===== src/hdl/grid_max_path_sum_with_wall_core_assert.svh =====
// Assertion macros shared by the grid path-sum RTL.
// Depends on nothing; included by modules that carry checks.
`ifndef GRID_MAX_PATH_SUM_WITH_WALL_CORE_ASSERT_SVH
`define GRID_MAX_PATH_SUM_WITH_WALL_CORE_ASSERT_SVH
`ifndef NO_ASSERTIONS
// Clocked check that is switched off while reset is held.
`define GMPS_ASSERT(lbl, clk, rst_n, prop, msg) \
    lbl: assert property (@(posedge clk) disable iff (!rst_n) prop) else $error(msg);
// Clocked check that also holds during reset.
`define GMPS_ASSERT_ALWAYS(lbl, clk, prop, msg) \
    lbl: assert property (@(posedge clk) prop) else $error(msg);
`else
`define GMPS_ASSERT(lbl, clk, rst_n, prop, msg)
`define GMPS_ASSERT_ALWAYS(lbl, clk, prop, msg)
`endif
`endif


===== src/hdl/gmps_pkg.sv =====
// Shared types and constants of the grid path-sum core.
// No dependencies; used by gmps_pe and the top level.
package gmps_pkg;

    // Configuration register width and index codes.
    localparam int REG_BITS      = 11;
    localparam int CFG_ADDR_BITS = 3;
    localparam int ROW_LIMIT     = 1024;

    localparam logic [CFG_ADDR_BITS-1:0] CFG_GRID_ROWS  = 3'd0;
    localparam logic [CFG_ADDR_BITS-1:0] CFG_GRID_COLS  = 3'd1;
    localparam logic [CFG_ADDR_BITS-1:0] CFG_WALL_A_ROW = 3'd2;
    localparam logic [CFG_ADDR_BITS-1:0] CFG_WALL_A_COL = 3'd3;
    localparam logic [CFG_ADDR_BITS-1:0] CFG_WALL_B_ROW = 3'd4;
    localparam logic [CFG_ADDR_BITS-1:0] CFG_WALL_B_COL = 3'd5;

    // Position and wall facts of one cell, worked out when the cell is taken.
    typedef struct packed {
        logic first;      // top-left cell
        logic row_zero;   // no cell above
        logic col_zero;   // no cell to the left
        logic blk_above;  // wall blocks the move from above
        logic blk_left;   // wall blocks the move from the left
        logic done;       // last cell of the grid
    } t_cell_flags;

endpackage


===== src/hdl/gmps_pe.sv =====
// Cell update of the grid path-sum core: best of the neighbors plus own value.
// Depends on gmps_pkg for the cell flag struct.
module gmps_pe #(
    parameter int VALUE_BITS = 11,
    parameter int SUM_BITS   = 24
) (
    input  gmps_pkg::t_cell_flags        i_flags,
    input  logic signed [VALUE_BITS-1:0] i_value,
    input  logic signed [SUM_BITS-1:0]   i_up_sum,
    input  logic                         i_up_ok,
    input  logic signed [SUM_BITS-1:0]   i_left_sum,
    input  logic                         i_left_ok,
    output logic signed [SUM_BITS-1:0]   o_sum,
    output logic                         o_ok
);

    localparam int EW = ((SUM_BITS > VALUE_BITS) ? SUM_BITS : VALUE_BITS) + 1;
    localparam logic signed [EW-1:0] SUM_HI = EW'((64'sd1 <<< (SUM_BITS - 1)) - 64'sd1);
    localparam logic signed [EW-1:0] SUM_LO = -SUM_HI - EW'(1);

    logic                       up_use;
    logic                       left_use;
    logic signed [SUM_BITS-1:0] best;
    logic signed [EW-1:0]       total;

    always_comb begin
        up_use   = !i_flags.row_zero && !i_flags.blk_above && i_up_ok;
        left_use = !i_flags.col_zero && !i_flags.blk_left && i_left_ok;

        if (i_flags.first) begin
            best = '0;
        end else if (up_use && left_use) begin
            best = (i_up_sum > i_left_sum) ? i_up_sum : i_left_sum;
        end else if (up_use) begin
            best = i_up_sum;
        end else begin
            best = i_left_sum;
        end

        total = EW'(best) + EW'(i_value);
        o_ok  = i_flags.first || up_use || left_use;

        if (!o_ok) begin
            o_sum = '0;
        end else if (total > SUM_HI) begin
            o_sum = SUM_HI[SUM_BITS-1:0];
        end else if (total < SUM_LO) begin
            o_sum = SUM_LO[SUM_BITS-1:0];
        end else begin
            o_sum = total[SUM_BITS-1:0];
        end
    end

endmodule


===== config.mk =====
export PLATFORM = sky130hd
export DESIGN_NAME = gmps_pe
export DESIGN_NICKNAME = d
export VERILOG_FILES = /design/src/hdl/grid_max_path_sum_with_wall_core_assert.svh /design/src/hdl/gmps_pkg.sv /design/src/hdl/gmps_pe.sv
export SDC_FILE = /design/constraint.sdc
export NUM_CORES = 1
export LEC_CHECK = 0
export BUFFER_PORTS_ARGS = -buffer_cell sky130_fd_sc_hd__buf_2
export CORE_ASPECT_RATIO = 1.25
export CORE_MARGIN = 1
export CORE_UTILIZATION = 35
export DETAILED_ROUTE_END_ITERATION = 10
export PLACE_DENSITY = 0.64
export RECOVER_POWER = 100
export SYNTH_ARGS = -nofsm -noshare
export SYNTH_HDL_FRONTEND = slang
export SYNTH_SLANG_ARGS = --single-unit

===== constraint.sdc =====
create_clock -name vclk -period 5.95
set_input_delay 0.595 -clock vclk [all_inputs]
set_output_delay 0.595 -clock vclk [all_outputs]
set_load 0.1 [all_outputs]

==> impl_results.md <==
* Status: complete, no violations
* Global-route wire length before repair at 12900 um
* Drc violations at 0
* Top Usage Layer GRT: met2
* Max Cap Viol at 0
* Initial antenna violation count at 0
* Hpwl dp at 6840 um
* Crit path kind: in2out
* Area of the core at 7400 um2
* Worst stage delay on the critical path at 0.49 ns
* CP Data Arrival Time at 5.22 ns
* Post-synthesis sequential area ratio at 0%
* Syn Inst Count at 378
* Die area at 8020 um2
* Worst Setup Slack post-DPL at -0.0752 ns
* Die W at 80.3 um
* Vias per cell at 5.34
* Synth cell types at 48
* Count leader, synth: nand2b_1
* Max Clk Rate at 172 MHz
* First-pass detailed-route iteration total at 4
* Final Instance Area at 4580 um2
* Port Buffer Count at 91
* Share of layout cells above drive strength 1 at 45.1%
* Met1 Usage GRT at 23.2%
* Register area at 0 um2
* Pleak at 2.10 nW
* WP data required at 5.36 ns
* Unrepaired setup endpoints after global routing: true
* Global route overflow at 0
* Total I/O pin count at 92
* Drt first-iter violations at 96
* Placed cell areas at 3950 um2
* ANT nets after route at 0
* Slew @ Worst Pin at 1.16 ns
* Max-slew headroom at 22.7%
* Most frequent CP cell: a21o_1
* # rows at 35
* Mapped Area at 2680 um2
* Worst path slowest cell: a311o_2
* Synth top area cells: ha_1 (22%), nand2b_1 (12%), mux2i_1 (9.7%)
* Period minus WS final at 5.81 ns
* Area leader, netlist: ha_1
* CLK BUF at 0
* Final Util at 61.9%
* Met3 Track Usage GR at 0.636%
* Startpoint type of the worst setup path: input port
* Critical path peak fanout at 6
* Hold depth at 5
* Hold worst-path end: o_sum[0]
* HP Class: in2out
* Commonest cells post-synth: nand2b_1 (52), ha_1 (48), inv_1 (31), mux2i_1 (26), o21ai_0 (26)
* HP Start: i_value[0]
* Routed length per instance at 15.3 um
* Antenna diodes at 0
* Final worst path period share at 97.7%
* Slew Viols, Final at 0
* Detailed-route via count at 3131
* Vias in the first global route at 2939
* Gr usage total at 19.8%
* Post-Syn Area per Cell at 7.10 um2
* Fill count at 636
* Hold Violations, Final at 0
* Final setup margin at 0.139 ns
* CP Capture Type: output pin
* Largest net degree at the start of global routing at 50
* Initial Utilization at 36.2%
* Die H at 99.9 um
* Max VDD drop at 0.199 mV
* Seq_cells at 0
* Yosys top cell area share at 22.4%
* Yosys Warn Count at 0
* Endpoints failing setup at 0
* Nets at 612
* Power Total at 1.01 mW
* Routability-driven placement congestion ratio at 0.900
* Cell chain of the critical path: buf_2 -> ha_4 -> a21o_1 -> a21o_1 -> a211o_1 -> a31oi_2 -> mux2i_2 -> nand2_4 -> mux2i_2 -> ha_2 -> inv_2 -> fa_2 -> nand2b_4 -> a21o_1 -> and2_4 -> o211ai_1 -> a31oi_2 -> a311o_2 -> buf_6 -> o31ai_4 -> buf_12
* Synthesized net count at 494
* Area grow syn2layout at 70.7%
* Final WL at 8960 um
* Met2 global-route usage at 39.3%
* Pwr Density at 220 nW/um2
power by group:
| part | switching, mW | leakage, nW | total, mW | internal, mW |
|---|---|---|---|---|
| Sequential | 0 | 0 | 0 | 0 |
| Clock | 0 | 0 | 0 | 0 |
| Combinational | 0.614 | 2.10 | 1.01 | 0.392 |
logic make-up after synthesis:
family | Yosys count | synth area share [%]
simple gates | 127 | 25.9
compound gates | 112 | 27.9
fa+ha+maj | 50 | 23.5
buf+inv | 45 | 7.04
mux | 27 | 10.1
xor+xnor | 17 | 5.55
through the flow:
step	instances	setup TNS [ns]	hold slack (ns)
floorplan	378	-0.703	1.68
CTS	571	0	1.82
finish	586	0	1.81
global placement	569	0	1.80
detailed placement	569	-0.886	1.81
global route	586	-0.0617	1.84
worst max-delay path: cells and delay by family:
family	cells	cell delay [ns]
AO/OA/AOI/OAI	9	2.19
adder cells (fa/ha/maj)	3	0.86
buffers and inverters	4	0.53
multiplexers	2	0.57
AND/OR/NAND/NOR	3	0.46
cell usage in the layout (no fill, tap or decap), drive strengths merged, types with 5 or more instances in the layout:
cell type / n
and3: 6
a21o: 20
xor2: 9
nor3: 9
o21a: 5
ha: 48
nand2b: 52
nor2: 13
nand2: 26
o31ai: 6
inv: 31
nand4: 8
o21ai: 27
buf: 125
a21oi: 28
xnor2: 8
nor2b: 5
mux2i: 26
o211ai: 8
worst max-delay path by stage:
stage / startpoint / endpoint
floorplan: i_left_sum[5] / o_sum[7]
global placement: i_up_sum[5] / o_sum[22]
detailed placement: i_left_sum[17] / o_sum[16]
CTS: i_left_sum[17] / o_sum[8]
global route: i_left_sum[1] / o_sum[5]
finish: i_up_sum[5] / o_sum[5]
routing by layer:
layer  wire length [um]  vias up  share of wire (%)
li1                   -     1595                  -
met1               3730     1450                 42
met2               4750       68                 53
met3                244       18                2.7
met4                234        0                2.6
met5                  0        -                  0
final cells by class:
type / instances / area [um2] / share of cell area [%]
well taps: 92 / 115 / 2.51
inverters: 31 / 119 / 2.60
repair buffers: 128 / 1160 / 25.4
multi-input cells: 335 / 3180 / 69.5
repair_timing:
| item | 4_1_cts | 5_1_grt |
|---|---|---|
| resized for setup | 3 | 80 |
| hold buffers | 0 | 0 |
| buffers inserted | 1 | 13 |
| setup endpoints to repair | 20 | 24 |
| gates cloned | 1 | 2 |
| pin swaps | 2 | 48 |
(Power assumes the default switching activity.)
